`src/sv/dzp_pkg.sv`:
```
// shared types and constants for the delta zigzag packed decoder
// no dependencies; imported by every module of the decoder
`default_nettype none

package dzp_pkg;

    localparam int CMD_DEPTH_DEF = 4;

    localparam int BLEN_W   = 24;
    localparam int SAMPLE_W = 32;
    localparam int SHIFT_W  = 6;

    localparam logic [BLEN_W-1:0]  BLOCK_LENGTH_RST = 24'd1;
    localparam logic [7:0]         CONT_MASK        = 8'h80;
    localparam logic [SHIFT_W-1:0] LONG_HEAD_BITS   = 6'd6;
    localparam logic [SHIFT_W-1:0] LONG_STEP_BITS   = 6'd7;
    localparam logic [SHIFT_W-1:0] LONG_SHIFT_LIMIT = 6'd32;

    typedef enum logic [1:0] {
        ST_SAMPLE  = 2'd0,
        ST_ERROR   = 2'd1,
        ST_IGNORED = 2'd2
    } status_t;

    typedef enum logic [1:0] {
        FORM_TRIPLE = 2'b00,
        FORM_PAIR   = 2'b01,
        FORM_SINGLE = 2'b10,
        FORM_LONG   = 2'b11
    } form_t;

    typedef struct packed {
        logic [7:0] data_byte;
        logic       block_start;
    } in_word_t;

    typedef struct packed {
        logic signed [SAMPLE_W-1:0] sample;
        logic [1:0]                 status;
        logic                       last_of_byte;
        logic                       block_done;
    } out_word_t;

    // one classified byte: up to three codes for the back end
    typedef struct packed {
        logic                clr;
        status_t             status;
        logic [1:0]          count;
        logic [SAMPLE_W-1:0] code0;
        logic [2:0]          code1;
        logic [1:0]          code2;
        logic                done;
    } cmd_t;

    function automatic logic [SAMPLE_W-1:0] zigzag(input logic [SAMPLE_W-1:0] code);
        logic [SAMPLE_W-1:0] half;
        half = code >> 1;
        return code[0] ? ~half : half;
    endfunction

endpackage

`default_nettype wire

```
`src/sv/dzp_front.sv`:
```
// front end: takes bytes, tracks block count and long codes, emits commands
// depends on dzp_pkg
`default_nettype none

module dzp_front (
    input  wire logic             clk,
    input  wire logic             rst_n,
    input  wire logic             accept,
    input  wire dzp_pkg::in_word_t in_word,
    input  wire logic             cfg_write,
    input  wire logic [23:0]      cfg_data,
    output logic                  cmd_push,
    output dzp_pkg::cmd_t         cmd
);
    import dzp_pkg::*;

    logic [BLEN_W-1:0]   block_length_reg;
    logic [BLEN_W-1:0]   remaining_reg, remaining_next;
    logic                halted_reg, halted_next;
    logic                in_long_reg, in_long_next;
    logic [SAMPLE_W-1:0] acc_reg, acc_next;
    logic [SHIFT_W-1:0]  shift_reg, shift_next;
    logic                pend_clr_reg, pend_clr_next;

    logic [BLEN_W-1:0]   rem;
    logic [SAMPLE_W-1:0] part;
    logic [7:0]          b;
    logic                produce;
    logic                bs;

    always_comb
    begin
        b  = in_word.data_byte;
        bs = in_word.block_start;

        rem            = bs ? block_length_reg : remaining_reg;
        remaining_next = rem;
        halted_next    = bs ? 1'b0 : halted_reg;
        in_long_next   = bs ? 1'b0 : in_long_reg;
        acc_next       = bs ? '0 : acc_reg;
        shift_next     = bs ? '0 : shift_reg;

        part    = {{(SAMPLE_W-7){1'b0}}, b[6:0]} << shift_next[4:0];
        produce = 1'b0;

        cmd        = '0;
        cmd.status = ST_SAMPLE;
        cmd.count  = 2'd1;
        cmd.clr    = bs | pend_clr_reg;

        if (in_long_next)
        begin
            if (shift_next < LONG_SHIFT_LIMIT)
            begin
                acc_next   = acc_next + part;
                shift_next = shift_next + LONG_STEP_BITS;
            end
            if ((b & CONT_MASK) == '0)
            begin
                in_long_next = 1'b0;
                produce      = 1'b1;
                cmd.code0    = acc_next;
                cmd.done     = (rem <= BLEN_W'(1));
                if (rem != '0)
                    remaining_next = rem - BLEN_W'(1);
            end
        end
        else if (halted_next || rem == '0)
        begin
            produce    = 1'b1;
            cmd.status = ST_IGNORED;
        end
        else
        begin
            case (form_t'(b[7:6]))
                FORM_TRIPLE:
                begin
                    produce = 1'b1;
                    if (rem < BLEN_W'(3))
                    begin
                        halted_next = 1'b1;
                        cmd.status  = ST_ERROR;
                    end
                    else
                    begin
                        cmd.count      = 2'd3;
                        cmd.code0      = {{(SAMPLE_W-2){1'b0}}, b[1:0]};
                        cmd.code1      = {1'b0, b[3:2]};
                        cmd.code2      = b[5:4];
                        cmd.done       = (rem == BLEN_W'(3));
                        remaining_next = rem - BLEN_W'(3);
                    end
                end
                FORM_PAIR:
                begin
                    produce = 1'b1;
                    if (rem < BLEN_W'(2))
                    begin
                        halted_next = 1'b1;
                        cmd.status  = ST_ERROR;
                    end
                    else
                    begin
                        cmd.count      = 2'd2;
                        cmd.code0      = {{(SAMPLE_W-3){1'b0}}, b[2:0]};
                        cmd.code1      = b[5:3];
                        cmd.done       = (rem == BLEN_W'(2));
                        remaining_next = rem - BLEN_W'(2);
                    end
                end
                FORM_SINGLE:
                begin
                    produce        = 1'b1;
                    cmd.code0      = {{(SAMPLE_W-6){1'b0}}, b[5:0]};
                    cmd.done       = (rem == BLEN_W'(1));
                    remaining_next = rem - BLEN_W'(1);
                end
                default:
                begin
                    // long code head, count is taken when it finishes
                    in_long_next = 1'b1;
                    acc_next     = {{(SAMPLE_W-6){1'b0}}, b[5:0]};
                    shift_next   = LONG_HEAD_BITS;
                end
            endcase
        end

        // a block start with no word of its own clears the predictor on the next one
        pend_clr_next = produce ? 1'b0 : (bs | pend_clr_reg);
        cmd_push      = accept & produce;
    end

    always_ff @(posedge clk or negedge rst_n)
    begin
        if (!rst_n)
        begin
            block_length_reg <= BLOCK_LENGTH_RST;
            remaining_reg    <= '0;
            halted_reg       <= 1'b1;
            in_long_reg      <= 1'b0;
            acc_reg          <= '0;
            shift_reg        <= '0;
            pend_clr_reg     <= 1'b0;
        end
        else
        begin
            if (cfg_write)
                block_length_reg <= cfg_data;
            if (accept)
            begin
                remaining_reg <= remaining_next;
                halted_reg    <= halted_next;
                in_long_reg   <= in_long_next;
                acc_reg       <= acc_next;
                shift_reg     <= shift_next;
                pend_clr_reg  <= pend_clr_next;
            end
        end
    end

endmodule

`default_nettype wire

```
`src/sv/dzp_cmd_queue.sv`:
```
// command queue between front and back end
// depends on dzp_pkg for the command type
`default_nettype none

module dzp_cmd_queue #(
    parameter int DEPTH = dzp_pkg::CMD_DEPTH_DEF
) (
    input  wire logic          clk,
    input  wire logic          rst_n,
    input  wire logic          wr_en,
    input  wire dzp_pkg::cmd_t wr_data,
    output logic               full,
    input  wire logic          rd_en,
    output dzp_pkg::cmd_t      rd_data,
    output logic               empty
);
    import dzp_pkg::*;

    localparam int PTR_W = (DEPTH > 1) ? $clog2(DEPTH) : 1;
    localparam int CNT_W = $clog2(DEPTH + 1);

    cmd_t             entry_reg [DEPTH];
    logic [PTR_W-1:0] wr_ptr_reg, wr_ptr_next;
    logic [PTR_W-1:0] rd_ptr_reg, rd_ptr_next;
    logic [CNT_W-1:0] count_reg, count_next;
    logic             do_wr, do_rd;

    assign full    = (count_reg == CNT_W'(DEPTH));
    assign empty   = (count_reg == '0);
    assign rd_data = entry_reg[rd_ptr_reg];

    always_comb
    begin
        do_wr       = wr_en & ~full;
        do_rd       = rd_en & ~empty;
        wr_ptr_next = wr_ptr_reg;
        rd_ptr_next = rd_ptr_reg;
        if (do_wr)
            wr_ptr_next = (wr_ptr_reg == PTR_W'(DEPTH - 1)) ? '0 : wr_ptr_reg + PTR_W'(1);
        if (do_rd)
            rd_ptr_next = (rd_ptr_reg == PTR_W'(DEPTH - 1)) ? '0 : rd_ptr_reg + PTR_W'(1);
        count_next = count_reg + CNT_W'(do_wr) - CNT_W'(do_rd);
    end

    always_ff @(posedge clk)
    begin
        if (do_wr)
            entry_reg[wr_ptr_reg] <= wr_data;
    end

    always_ff @(posedge clk or negedge rst_n)
    begin
        if (!rst_n)
        begin
            wr_ptr_reg <= '0;
            rd_ptr_reg <= '0;
            count_reg  <= '0;
        end
        else
        begin
            wr_ptr_reg <= wr_ptr_next;
            rd_ptr_reg <= rd_ptr_next;
            count_reg  <= count_next;
        end
    end

endmodule

`default_nettype wire

```
`src/sv/dzp_back.sv`:
```
// back end: steps through the codes of a command, updates the predictor,
// and holds results in a two-word output queue; depends on dzp_pkg
`default_nettype none

module dzp_back (
    input  wire logic          clk,
    input  wire logic          rst_n,
    input  wire dzp_pkg::cmd_t cmd,
    input  wire logic          cmd_empty,
    output logic               cmd_pop,
    output dzp_pkg::out_word_t out_word,
    output logic               empty,
    input  wire logic          pop
);
    import dzp_pkg::*;

    logic [SAMPLE_W-1:0] pred_reg, pred_next;
    logic [1:0]          idx_reg, idx_next;
    out_word_t           ent_reg [2];
    logic                wr_ptr_reg, rd_ptr_reg;
    logic [1:0]          count_reg;

    logic                issue, last, do_pop;
    logic [SAMPLE_W-1:0] code, base;
    out_word_t           res;

    assign empty    = (count_reg == 2'd0);
    assign out_word = ent_reg[rd_ptr_reg];
    assign do_pop   = pop & ~empty;

    always_comb
    begin
        issue = ~cmd_empty & (count_reg != 2'd2);
        last  = (idx_reg == cmd.count - 2'd1);

        case (idx_reg)
            2'd0:    code = cmd.code0;
            2'd1:    code = {{(SAMPLE_W-3){1'b0}}, cmd.code1};
            default: code = {{(SAMPLE_W-2){1'b0}}, cmd.code2};
        endcase

        base = (cmd.clr && idx_reg == 2'd0) ? '0 : pred_reg;

        res              = '0;
        res.status       = cmd.status;
        res.last_of_byte = last;
        pred_next        = base;
        if (cmd.status == ST_SAMPLE)
        begin
            pred_next      = base + zigzag(code);
            res.sample     = pred_next;
            res.block_done = last & cmd.done;
        end

        idx_next = last ? 2'd0 : idx_reg + 2'd1;
        cmd_pop  = issue & last;
    end

    always_ff @(posedge clk)
    begin
        if (issue)
            ent_reg[wr_ptr_reg] <= res;
    end

    always_ff @(posedge clk or negedge rst_n)
    begin
        if (!rst_n)
        begin
            pred_reg   <= '0;
            idx_reg    <= '0;
            wr_ptr_reg <= 1'b0;
            rd_ptr_reg <= 1'b0;
            count_reg  <= '0;
        end
        else
        begin
            if (issue)
            begin
                pred_reg   <= pred_next;
                idx_reg    <= idx_next;
                wr_ptr_reg <= ~wr_ptr_reg;
            end
            if (do_pop)
                rd_ptr_reg <= ~rd_ptr_reg;
            count_reg <= count_reg + 2'(issue) - 2'(do_pop);
        end
    end

endmodule

`default_nettype wire

```
`src/sv/delta_zigzag_packed_decoder.sv`:
```
// Delta zigzag packed decoder: bytes in through push/full, one result word
// out per pop/empty. The front end takes one byte per cycle while the command
// queue is not full and turns it into a command of up to three codes; a
// command queue of CMD_DEPTH entries sits between it and the back end, which
// emits one result word per cycle while its two-word output queue has room,
// from a single 32-bit predictor adder. A byte giving n results (n = 1..3)
// holds the back end until all n are emitted, so the sustained rate is one
// byte per cycle only for single-result bytes; long-code bytes that give no
// result still take their turn at the front. With nothing queued ahead, the
// first result word of a byte passes through the command queue and then the
// output queue before it shows on the outputs. block_length takes effect at
// the next block start. Depends on dzp_pkg, dzp_front, dzp_cmd_queue, dzp_back.
`default_nettype none

module delta_zigzag_packed_decoder #(
    parameter int CMD_DEPTH = dzp_pkg::CMD_DEPTH_DEF
) (
    input  wire logic              clk,
    input  wire logic              rst_n,
    input  wire logic              push,
    input  wire dzp_pkg::in_word_t in_word,
    output logic                   full,
    output dzp_pkg::out_word_t     out_word,
    output logic                   empty,
    input  wire logic              pop,
    input  wire logic              cfg_write,
    input  wire logic [23:0]       cfg_data
);
    import dzp_pkg::*;

    logic accept;
    logic cmd_push, cmd_full, cmd_empty, cmd_pop;
    cmd_t cmd_in, cmd_head;

    assign full   = cmd_full;
    assign accept = push & ~cmd_full;

    dzp_front u_front (
        .clk       (clk),
        .rst_n     (rst_n),
        .accept    (accept),
        .in_word   (in_word),
        .cfg_write (cfg_write),
        .cfg_data  (cfg_data),
        .cmd_push  (cmd_push),
        .cmd       (cmd_in)
    );

    dzp_cmd_queue #(
        .DEPTH (CMD_DEPTH)
    ) u_queue (
        .clk     (clk),
        .rst_n   (rst_n),
        .wr_en   (cmd_push),
        .wr_data (cmd_in),
        .full    (cmd_full),
        .rd_en   (cmd_pop),
        .rd_data (cmd_head),
        .empty   (cmd_empty)
    );

    dzp_back u_back (
        .clk       (clk),
        .rst_n     (rst_n),
        .cmd       (cmd_head),
        .cmd_empty (cmd_empty),
        .cmd_pop   (cmd_pop),
        .out_word  (out_word),
        .empty     (empty),
        .pop       (pop)
    );

endmodule

`default_nettype wire
```
`config.mk`:
```
export PLATFORM = sky130hd
export DESIGN_NAME = delta_zigzag_packed_decoder
export DESIGN_NICKNAME = d
export VERILOG_FILES = /design/src/sv/dzp_pkg.sv /design/src/sv/dzp_front.sv /design/src/sv/dzp_cmd_queue.sv /design/src/sv/dzp_back.sv /design/src/sv/delta_zigzag_packed_decoder.sv
export SDC_FILE = /design/constraint.sdc
export NUM_CORES = 1
export LEC_CHECK = 0
export ABC_AREA = 1
export BUFFER_PORTS_ARGS = -buffer_cell sky130_fd_sc_hd__buf_2
export CORE_MARGIN = 1
export CORE_UTILIZATION = 40
export CTS_CLUSTER_SIZE = 14
export DETAILED_ROUTE_END_ITERATION = 12
export HOLD_SLACK_MARGIN = 0.1
export RECOVER_POWER = 50
export SLEW_MARGIN = 40
export SYNTH_ARGS = -nofsm -noshare
export SYNTH_HDL_FRONTEND = slang
export SYNTH_SLANG_ARGS = --single-unit
export TNS_END_PERCENT = 5
```
`constraint.sdc`:
```
create_clock -name clk -period 5.48 [get_ports clk]
set_clock_uncertainty 0.15 [all_clocks]
set_input_delay 0.822 -clock clk [delete_from_list [all_inputs] [get_ports clk]]
set_output_delay 0.822 -clock clk [all_outputs]
set_load 0.01 [all_outputs]
```
### After elaboration in Yosys (flattened, before gate mapping)

Memory sizes are Yosys's and may differ from the RTL's.
Cells that the tools add are included.

* reduce and logical (&&, ||, !) cells: 11
* shifts and indexed selects: 1
* bitwise operators: 15
* add/subtract/negate cells: 14
* magnitude comparators: 4
* mux-type cells: 65
* equality and inequality tests: 11

Operators by type and width (number)
* $mux W32: 11
* $mux W24: 7
* $pmux W32 S3: 1
* $mux W40: 2
* $pmux W24 S3: 1
* $add A32 B32 Y32: 2
* $pmux W32 S2: 1
* $eq A24 B2 Y1 const B: 2
* $lt A24 B2 Y1 const B: 2
* $sub A24 B2 Y24 const B: 2
* $mux W37: 1
* $not A31 Y32: 1
* $shl A7 B5 Y32: 1
* $mux W6: 5
* $mux W1: 25
* $eq A24 B1 Y1 const B: 1
* $le A24 B1 Y1 const B: 1
* $logic_not A24 Y1: 1
* $reduce_bool A24 Y1: 1
* $sub A24 B1 Y24 const B: 1
* $mux W2: 5
* $and A1 B1 Y1: 8
* $logic_not A2 Y1: 4
* $logic_not A8 Y1: 1
* 25 further kinds: 34

* memories: 2
* RAM bits: 244
* output and inout port bits: 38
* logic and storage cells: 138
* flip-flop bits (word level): 134
* bits of input ports: 38

Memory list
* u_queue.entry_reg: depth 4, bits a word 43, read ports 1, clocked after Yosys merged registers in 0, write ports 1, RTL line dzp_cmd_queue.sv:22 `cmd_t entry_reg [DEPTH];`
* u_back.ent_reg: depth 2, bits a word 36, read ports 1, clocked after Yosys merged registers in 0, write ports 1, RTL line dzp_back.sv:19 `out_word_t ent_reg [2];`

### Depth between registers and ports, before layout

Gate-level depths: netlist of the first run.

* depth after elaboration: 9
* gate-level depth with buffers: 28
* depth with buffers taken out: 25

### Cells and area by module

Synthesis of the first run repeated with hierarchy kept, for this count alone.

* cell total of the unflattened synthesis: 3447
* area, all modules: 25802.2 um^2

Modules (own cells, without submodules)
* dzp_front: sequential area each 2229.6 um^2, area an instance 10727.8 um^2, cells each 1810, times used 1
* dzp_back: sequential area each 3113.0 um^2, area an instance 7848.8 um^2, cells each 1075, times used 1
* dzp_cmd_queue: sequential area each 5340.1 um^2, area an instance 7215.7 um^2, cells each 560, times used 1
* delta_zigzag_packed_decoder: sequential area each 0.0 um^2, area an instance 10.0 um^2, cells each 2, times used 1

### Worst setup path after synthesis of the first run

OpenSTA, ideal clock, no wires.

* kind: input port to flip-flop
* start: input port in_word[0] (netlist bit)
* end: memory u_queue.entry_reg[0][0] (netlist bit), enable pin
* library setup time: 0.443 ns
* arrival time: 4.615 ns
* data required time: 4.887 ns
* stages on the path: 15
* buffers on the path: 3
* path slack: 0.272 ns
* cell sequence: buf_6 -> buf_6 -> buf_6 -> o21ai_2 -> ha_1 -> nand3_4 -> nor2_2 -> nand3_4 -> nand2_2 -> inv_2 -> nand2_8 -> o21ai_1 -> inv_2 -> nand2_4 -> nor2_1

* longest elaborated chain between the ends: 9
* elaborated cells on any way between the ends: 11
* classes of those cells: 7 x mux; 2 x bitwise; 2 x reduce/logical

Ends and longest elaborated chain
* start, declared: RTL line delta_zigzag_packed_decoder.sv:21 `input wire dzp_pkg::in_word_t in_word,`
* $mux W24: RTL line dzp_front.sv:36 `rem = bs ? block_length_reg : remaining_reg;`
* $logic_not A24 Y1: RTL line dzp_front.sv:68 `else if (halted_next || rem == '0)`
* $logic_or A1 B1 Y1: RTL line dzp_front.sv:68
* $mux W1: RTL line dzp_front.sv:68
* $mux W1 *: RTL line dzp_front.sv:51 `if (in_long_next)`
* $and A1 B1 Y1 *: RTL line dzp_front.sv:130 `cmd_push = accept & produce;`
* $and A1 B1 Y1 *: RTL line dzp_cmd_queue.sv:34 `do_wr = wr_en & ~full;`
* $mux W1 *: RTL line dzp_cmd_queue.sv:47 `if (do_wr)`
* $mux W1 (implied by the code) *: RTL line dzp_cmd_queue.sv:48 `entry_reg[wr_ptr_reg] <= wr_data;`
* end, declared: RTL line dzp_cmd_queue.sv:22

Every way passes the cells marked *; elsewhere a longest branch is shown, timed or not.

### Worst setup path after layout of the first run

* start: input port in_word[0] (netlist bit)
* end: register u_queue.count_reg[1]

* longest elaborated chain between the ends: 9
* elaborated cells on any way between the ends: 11
* classes of those cells: 2 x add/sub; 5 x mux; 2 x bitwise; 2 x reduce/logical

Ends and longest elaborated chain
* $mux W24: RTL line dzp_front.sv:36
* $logic_not A24 Y1: RTL line dzp_front.sv:68
* $logic_or A1 B1 Y1: RTL line dzp_front.sv:68
* $mux W1: RTL line dzp_front.sv:68
* $mux W1 *: RTL line dzp_front.sv:51
* $and A1 B1 Y1 *: RTL line dzp_front.sv:130
* $and A1 B1 Y1 *: RTL line dzp_cmd_queue.sv:34
* named net u_queue.do_wr: RTL line dzp_cmd_queue.sv:26 `logic do_wr, do_rd;`
* $add A3 B1 Y3 *: RTL line dzp_cmd_queue.sv:42 `count_next = count_reg + CNT_W'(do_wr) - CNT_W'(do_rd);`
* $sub A3 B1 Y3 *: RTL line dzp_cmd_queue.sv:42
* named net u_queue.count_next[1]: RTL line dzp_cmd_queue.sv:25 `logic [CNT_W-1:0] count_reg, count_next;`
* end signal, assigned: RTL line dzp_cmd_queue.sv:63 `count_reg <= count_next;`
* end, declared: RTL line dzp_cmd_queue.sv:25

Mark *: on every way through the listed nets, which the timed path passes. The rest lies on a longest branch.
A chain may end at the register's enable or synchronous reset.

==> impl_summary.log, run 1 <==
INFO  metric synth-warning-count = 0
INFO  metric synthToLayoutAreaGrowth = 10.12%
INFO  metric antenna_cells = 0
INFO  metric synth-main-ff-cell = sky130_fd_sc_hd__edfxtp_1
INFO  metric crit_path_start_kind = input port
INFO  metric rr_startpoint = u_queue.count_reg[0]
INFO  metric p_seq_share = 26.2%
INFO  metric grt_pass1_vias = 20647
INFO  metric reg2reg_slack = 790 ps
INFO  metric drc = 0
INFO  metric routedLengthMet1 = 32280 microns
INFO  metric ant_nets = 0
INFO  metric cts_tree = done
INFO  metric worstPathMaxFanout = 31
INFO  metric die_height = 248.6 microns
INFO  metric die_w = 248.6 microns
INFO  metric number_of_library_cell_types_mapped_by_synthesis = 59
INFO  metric fp.dieArea = 61790 sq um
INFO  metric post_synth_edffs = 244
INFO  metric p_leak = 11.85 nW
INFO  metric placement.setup.worst_slack = 617.8 ps
INFO  metric post-cts-setup-buffer-count = 0
INFO  metric comb_power_share = 57.4%
INFO  metric seq_area_frac_synth = 43.93%
INFO  metric worst_slew_margin_rel = -76.39%
INFO  metric netlist_instances = 3260
INFO  metric maxSlewViolCount = 207
INFO  metric fp-row-count = 90
INFO  metric asyncSetResetFlopFracSynth = 35.45%
INFO  metric hold_viol = 0
INFO  metric global_route.usage.total = 22.66%
INFO  metric cts_hold_buf = 1
INFO  metric critical_path_required = 5850 ps
INFO  metric holdCritStartpoint = cfg_data[17]
INFO  metric place_congestion = 0.9647
INFO  metric port_buffers = 75
INFO  metric status = finished, violations left
INFO  metric power_frac_clock = 16.3%
INFO  metric power_density = 647.4 nW/um^2
INFO  metric clockBufferDepth = 3
INFO  metric worst_ir_drop_vdd = 0.0003142 V
INFO  metric tritoncts.num_buffers = 42
INFO  metric grt_antenna_before_repair = 1
INFO  metric max_slew.worst_pin.slew = 2646 ps
INFO  metric met2RoutedLength = 31640 microns
INFO  metric floorplan.io_pins = 76
INFO  metric drt-wirelength-per-cell = 16.98 microns
INFO  metric largest_register_ffs = 172
INFO  metric intPower = 0.008920 W
INFO  metric synthesis.area_per_instance = 7.460 sq um
INFO  metric met3_wirelength = 3922 microns
INFO  metric setup.worst_path.end_class = register
INFO  metric timing.hold.worst.class = in -> reg
INFO  metric mappedNetlistArea = 24320 sq um
INFO  metric topRoutingLayerUsed = met4
INFO  metric start_util = 40.37%
INFO  metric swShare = 48.56%
INFO  metric insertion_delay = 590 ps
INFO  metric setup_ws_final = 548.2 ps
INFO  metric drt_iter0_drc = 1759
INFO  metric fin_setup_tns = 0 ps
INFO  metric critPathArrivalTime = 5300 ps
INFO  metric failed_checks = max-capacitance violations, max-slew violations
INFO  metric setup.worst_path.start = in_word[0]
INFO  metric grt_overflow_total = 0
INFO  metric utilization = 44.45%
INFO  metric timing.fmax = 202.8 MHz
INFO  metric netSwitchingPower = 0.008419 W
INFO  metric htreeDepth = 2
INFO  metric drt_first_pass_iters = 7
INFO  metric grt_first_pass_wirelength = 113100 microns
INFO  metric total_power = 0.01734 W
INFO  metric layout_min_cycle_time = 4932 ps
INFO  metric cts_num_sinks = 378
INFO  metric vias = 21793
INFO  metric cts-resized-gates = 0
INFO  metric wl = 69820 microns
INFO  metric critical_path_start_end_classification = in -> reg
INFO  metric clkTransAtPathRegs = 60 ps
INFO  metric synth.net_count = 3382
INFO  metric fin_crit_sh = 90.00%
INFO  metric grt_max_degree = 77
INFO  metric yosys_register_bits = 378
INFO  metric fp.coreArea = 60250 sq um
INFO  metric final_layout_size_suffix_gt1_share = 6.398%
INFO  metric fin_nets = 3417
INFO  metric routed_via_density = 5.301
INFO  metric number_of_max_cap_violations = 5
INFO  metric grt_setup_unrepaired = false
INFO  metric finalSetupViolations = 0
INFO  metric cts_root_buffer = sky130_fd_sc_hd__clkbuf_16
INFO  metric post-dp-hpwl = 49990 microns
## area by class of cell
cell class,count,area (sq um)
Tap cell,782,978.4
Timing Repair Buffer,119,693.2
Multi-Input combinational cell,2407,11730
Sequential cell,378,10680
Fill cell,6136,33460
Clock inverter,22,232.7
Inverter,347,1310
Clock buffer,56,1154
## cell families (layout without fill, tap and decap cells)
family                   Yosys count  in the layout  synth area share [%]
AO/OA/AOI/OAI                    665            665                 15.03
XOR/XNOR                          29             29                 1.044
adder cells (fa/ha/maj)           84             84                 4.414
buffers and inverters            475            544                 7.753
flip-flops                       378            378                 43.93
multiplexers                       4              4                0.1801
AND/OR/NAND/NOR                 1625           1625                 27.65
## power by group through the flow
| stage | Clock (W) | Combinational (W) | Sequential [W] |
|---|---|---|---|
| after floorplan | 0 | 0.00729 | 0.00453 |
| after global placement | 0 | 0.00988 | 0.00459 |
| after detailed placement | 0 | 0.0100 | 0.00459 |
| after CTS | 0.00290 | 0.0101 | 0.00454 |
| after global routing | 0.00301 | 0.0113 | 0.00464 |
| final | 0.00283 | 0.00996 | 0.00455 |
## critical path, cell delays in order
cell	delay [ps]
sky130_fd_sc_hd__buf_4	280
sky130_fd_sc_hd__buf_12	240
sky130_fd_sc_hd__buf_4	420
sky130_fd_sc_hd__nand2_1	90
sky130_fd_sc_hd__nand2_1	240
sky130_fd_sc_hd__inv_1	130
sky130_fd_sc_hd__ha_1	280
sky130_fd_sc_hd__nand3_1	390
sky130_fd_sc_hd__nor2_2	70
sky130_fd_sc_hd__nand3_1	340
sky130_fd_sc_hd__nand2_1	170
sky130_fd_sc_hd__inv_1	250
sky130_fd_sc_hd__nand2_8	210
sky130_fd_sc_hd__o21ai_0	170
sky130_fd_sc_hd__clkinv_1	140
sky130_fd_sc_hd__nand2_4	170
sky130_fd_sc_hd__clkinv_4	120
sky130_fd_sc_hd__ha_1	190
sky130_fd_sc_hd__inv_1	70
sky130_fd_sc_hd__fa_1	410
sky130_fd_sc_hd__inv_1	60
## worst paths after layout
path / endpoint / cells past startpoint
worst max-delay path: u_queue.count_reg[1] / 21
worst min-delay path: u_front.block_length_reg[17] / 3
worst max register to register: u_back.count_reg[1] / 8
worst min register to register: u_back.pred_reg[22] / 2
max in group asynchronous: u_back.pred_reg[27] / 3
min in group asynchronous: u_front.block_length_reg[17] / 2
## cell usage in the layout (no fill, tap or decap), types with 12 or more instances in the layout
cell	n
sky130_fd_sc_hd__a21oi_1	241
sky130_fd_sc_hd__a22oi_1	19
sky130_fd_sc_hd__a31oi_1	46
sky130_fd_sc_hd__buf_2	34
sky130_fd_sc_hd__buf_4	28
sky130_fd_sc_hd__clkbuf_1	56
sky130_fd_sc_hd__clkbuf_16	42
sky130_fd_sc_hd__dfrtp_1	132
sky130_fd_sc_hd__edfxtp_1	244
sky130_fd_sc_hd__ha_1	81
sky130_fd_sc_hd__inv_1	326
sky130_fd_sc_hd__nand2_1	755
sky130_fd_sc_hd__nand2_2	15
sky130_fd_sc_hd__nand3_1	185
sky130_fd_sc_hd__nand4_1	35
sky130_fd_sc_hd__nor2_1	559
sky130_fd_sc_hd__nor2_2	12
sky130_fd_sc_hd__nor3_1	31
sky130_fd_sc_hd__o211ai_1	13
sky130_fd_sc_hd__o21a_1	13
sky130_fd_sc_hd__o21ai_0	259
sky130_fd_sc_hd__o21ai_1	13
sky130_fd_sc_hd__o22ai_1	22
sky130_fd_sc_hd__xor2_1	26
## routing by layer
layer	global-route usage [%]	vias to the layer above
met5	0	-
met4	7.240	0
met3	2.722	128
met2	36.97	613
met1	31.32	10130
li1	-	10922
## synth_stat cells (6+ instances only)
cell                       count  share of area [%]
sky130_fd_sc_hd__buf_1         7               0.11
sky130_fd_sc_hd__o21ai_1      17               0.35
sky130_fd_sc_hd__buf_6         7               0.32
sky130_fd_sc_hd__edfxtp_1    244                 30
sky130_fd_sc_hd__nand3_1     180                3.7
sky130_fd_sc_hd__a22oi_1      19               0.59
sky130_fd_sc_hd__buf_2        18               0.37
sky130_fd_sc_hd__inv_2        12               0.19
sky130_fd_sc_hd__clkbuf_1     92                1.4
sky130_fd_sc_hd__nand4_1      34               0.87
sky130_fd_sc_hd__clkinv_1      8               0.12
sky130_fd_sc_hd__a21oi_1     241                5.0
sky130_fd_sc_hd__nor2_2       13               0.33
sky130_fd_sc_hd__ha_1         81                4.2
sky130_fd_sc_hd__xor2_1       26               0.94
sky130_fd_sc_hd__o21ai_0     256                5.3
sky130_fd_sc_hd__nor2_4        6               0.28
sky130_fd_sc_hd__dfrtp_1     132                 14
sky130_fd_sc_hd__nor2_1      561                8.7
sky130_fd_sc_hd__nor3_1       31               0.64
sky130_fd_sc_hd__o211ai_1     13               0.40
sky130_fd_sc_hd__inv_1       326                5.0
sky130_fd_sc_hd__o22ai_1      22               0.57
sky130_fd_sc_hd__nand2_1     753                 12
sky130_fd_sc_hd__o21a_1       13               0.40
sky130_fd_sc_hd__a31oi_1      46                1.2
sky130_fd_sc_hd__o21bai_1      8               0.25
sky130_fd_sc_hd__nand2_2      17               0.44
sky130_fd_sc_hd__nand3b_1      6               0.19
sky130_fd_sc_hd__or2_2        10               0.26
## through the flow
| stage | instances | hold slack (ps) | area [sq um] |
|---|---|---|---|
| detailed placement | 4032 | 319.5 | 25600 |
| global placement | 4029 | 313.8 | 25520 |
| finish | 4111 | 289.1 | 26780 |
| CTS | 4111 | 258.2 | 27000 |
| global route | 4111 | 291.5 | 26780 |
| floorplan | 3260 | 298.8 | 24320 |
(Power assumes the default switching activity.)
==> inputs of run 2 (changes only) <==
Settings changed: GPL_TIMING_DRIVEN from default to 0, RECOVER_POWER 50 to 100.
==> run 2 against run 1 <==
Net effect:
- the run still ends with max-capacitance violations, max-slew violations left
- first-iteration DRC count grew 38%
- utilization grew 0.68 points
- register-to-register slack lost 360 ps
- design area grew 1.5%
- cell count grew 2.4%
- critical path depth shrank 1
- combinational power grew 4%
- die area is the same
- maximum frequency shrank 7.7%
- sequential power is essentially flat
- global-route usage grew 2.9 points
- critical path type unchanged
- highest routed layer unchanged
==> impl_summary.log, run 2 (same netlist as run 1, synthesis figures left out) <==
INFO  metric netSwitchingPower = 0.008838 W
INFO  metric floorplan.io_pins = 76
INFO  metric intPower = 0.009056 W
INFO  metric utilization = 45.14%
INFO  metric die_height = 248.6 microns
INFO  metric drt_iter0_drc = 2436
INFO  metric cts_root_buffer = sky130_fd_sc_hd__clkbuf_16
INFO  metric port_buffers = 73
INFO  metric reg2reg_slack = 430 ps
INFO  metric swShare = 49.39%
INFO  metric failed_checks = max-capacitance violations, max-slew violations
INFO  metric grt_first_pass_wirelength = 122900 microns
INFO  metric cts_num_sinks = 378
INFO  metric setup.worst_path.end_class = register
INFO  metric fp.dieArea = 61790 sq um
INFO  metric cts_tree = done
INFO  metric hold_viol = 0
INFO  metric critical_path_required = 5640 ps
INFO  metric status = finished, violations left
INFO  metric tritoncts.num_buffers = 43
INFO  metric p_seq_share = 25.4%
INFO  metric r2r.worst_path.cells = 23
INFO  metric synthToLayoutAreaGrowth = 11.81%
INFO  metric grt_max_degree = 66
INFO  metric vias = 22541
INFO  metric p_leak = 12.00 nW
INFO  metric total_power = 0.01789 W
INFO  metric comb_power_share = 58.2%
INFO  metric drt-wirelength-per-cell = 18.89 microns
INFO  metric grt_overflow_total = 0
INFO  metric htreeDepth = 2
INFO  metric grt_setup_unrepaired = false
INFO  metric maxSlewViolCount = 149
INFO  metric post-dp-hpwl = 60420 microns
INFO  metric wl = 79520 microns
INFO  metric number_of_max_cap_violations = 3
INFO  metric start_util = 40.37%
INFO  metric routed_via_density = 5.354
INFO  metric most-common-layout-cells = 756 x sky130_fd_sc_hd__nand2_1, 558 x sky130_fd_sc_hd__nor2_1, 329 x sky130_fd_sc_hd__inv_1
INFO  metric largest_register_ffs = 172
INFO  metric fillCellCount = 6096
INFO  metric place_congestion = 0.9946
INFO  metric fin_nets = 3515
INFO  metric drt_first_pass_iters = 6
INFO  metric most_common_cell_after_layout_fill_and_taps_aside = sky130_fd_sc_hd__nand2_1
INFO  metric drc = 0
INFO  metric worst_ir_drop_vdd = 0.0002723 V
INFO  metric clkTransAtPathRegs = 60 ps
INFO  metric die_w = 248.6 microns
INFO  metric critPathArrivalTime = 5500 ps
INFO  metric antenna_cells = 0
INFO  metric power_frac_clock = 16.4%
INFO  metric holdPathStages = 3
INFO  metric critical_path_start_end_classification = in -> reg
INFO  metric ant_nets = 0
INFO  metric fin_crit_sh = 97.46%
INFO  metric worstPathMaxFanout = 10
INFO  metric timing.hold.worst.class = in -> reg
INFO  metric worst_slew_margin_rel = -122.5%
INFO  metric post-cts-setup-buffer-count = 0
INFO  metric global_route.usage.total = 25.55%
INFO  metric grt_antenna_before_repair = 0
INFO  metric max_slew.worst_pin.slew = 3338 ps
INFO  metric fp.coreArea = 60250 sq um
INFO  metric fp-row-count = 90
INFO  metric clockBufferDepth = 3
INFO  metric insertion_delay = 590 ps
INFO  metric final_layout_size_suffix_gt1_share = 6.126%
INFO  metric fin_setup_tns = 0 ps
INFO  metric finalSetupViolations = 0
INFO  metric power_density = 658.1 nW/um^2
INFO  metric crit_path_start_kind = input port
INFO  metric layout_min_cycle_time = 5341 ps
INFO  metric timing.fmax = 187.2 MHz
INFO  metric grt_pass1_vias = 21198
run 2: final timing paths:
check | to | start
min in group asynchronous | u_front.block_length_reg[8] | rst_n
setup / recovery | u_queue.entry_reg[3][36] | in_word[0]
max in group asynchronous | u_front.acc_reg[22] | rst_n
setup reg to reg | u_back.ent_reg[0][32] | u_queue.rd_ptr_reg[0]
hold reg to reg | u_back.pred_reg[30] | u_back.pred_reg[30]
hold / removal | u_front.block_length_reg[1] | cfg_data[1]
run 2: routing by layer:
metal / global-route usage (%) / up-vias / routed length [microns]
met5: 0 / - / 0
met4: 9.051 / 0 / 2808
met3: 4.103 / 164 / 5662
met2: 41.74 / 865 / 36070
met1: 34.26 / 10370 / 34970
li1: - / 11142 / -
run 2: metrics by stage:
step	instance area, sq um	hold WS [ps]	setup WS (ps)	std cells
finish	27190	293.0	139.2	4210
global route	27190	300.8	17.45	4210
CTS	27420	272.2	2.279	4209
global placement	25660	314.3	-2164	4115
floorplan	24320	298.8	271.8	3260
detailed placement	25980	316.3	-585.1	4128
run 2: repair_timing:
action,CTS,global route
endpoints found under the hold margin,7,0
hold buffers,1,0
endpoints found under the setup margin,0,33
gates resized for setup,0,3
run 2: cell type report:
| cell class | count | area, sq um | area share [%] |
|---|---|---|---|
| plain buffers | 128 | 576.8 | 2.121 |
| clock buffers | 57 | 1180 | 4.339 |
| clock inverters | 23 | 250.2 | 0.9203 |
| inverters | 347 | 1304 | 4.795 |
| multi-input cells | 2407 | 11730 | 43.13 |
| flip-flops and latches | 378 | 10680 | 39.29 |
| well taps | 782 | 978.4 | 3.598 |
| repair buffers | 88 | 491.7 | 1.808 |
run 2: critical path, cell delays in order:
cell and delay (ps):
sky130_fd_sc_hd__buf_6 120, sky130_fd_sc_hd__buf_6 170, sky130_fd_sc_hd__buf_6 180, sky130_fd_sc_hd__buf_8 180, sky130_fd_sc_hd__buf_6 200, sky130_fd_sc_hd__buf_2 310, sky130_fd_sc_hd__buf_2 310, sky130_fd_sc_hd__clkbuf_1 540
sky130_fd_sc_hd__nor2_1 210, sky130_fd_sc_hd__ha_1 370, sky130_fd_sc_hd__inv_1 70, sky130_fd_sc_hd__o21ai_0 350, sky130_fd_sc_hd__a21boi_0 280, sky130_fd_sc_hd__o211ai_1 410, sky130_fd_sc_hd__nand2_1 150, sky130_fd_sc_hd__nand2_1 90
sky130_fd_sc_hd__nand2_1 50, sky130_fd_sc_hd__nand3_1 120, sky130_fd_sc_hd__nand2_1 120, sky130_fd_sc_hd__nor2_1 410
run 2: power by group through the flow:
stage	logic [W]	clock network, W	registers (W)
floorplan	0.00729	0	0.00453
global placement	0.0102	0	0.00462
global route	0.0117	0.00310	0.00464
finish	0.0104	0.00294	0.00455
detailed placement	0.0104	0	0.00458
CTS	0.0104	0.00300	0.00454
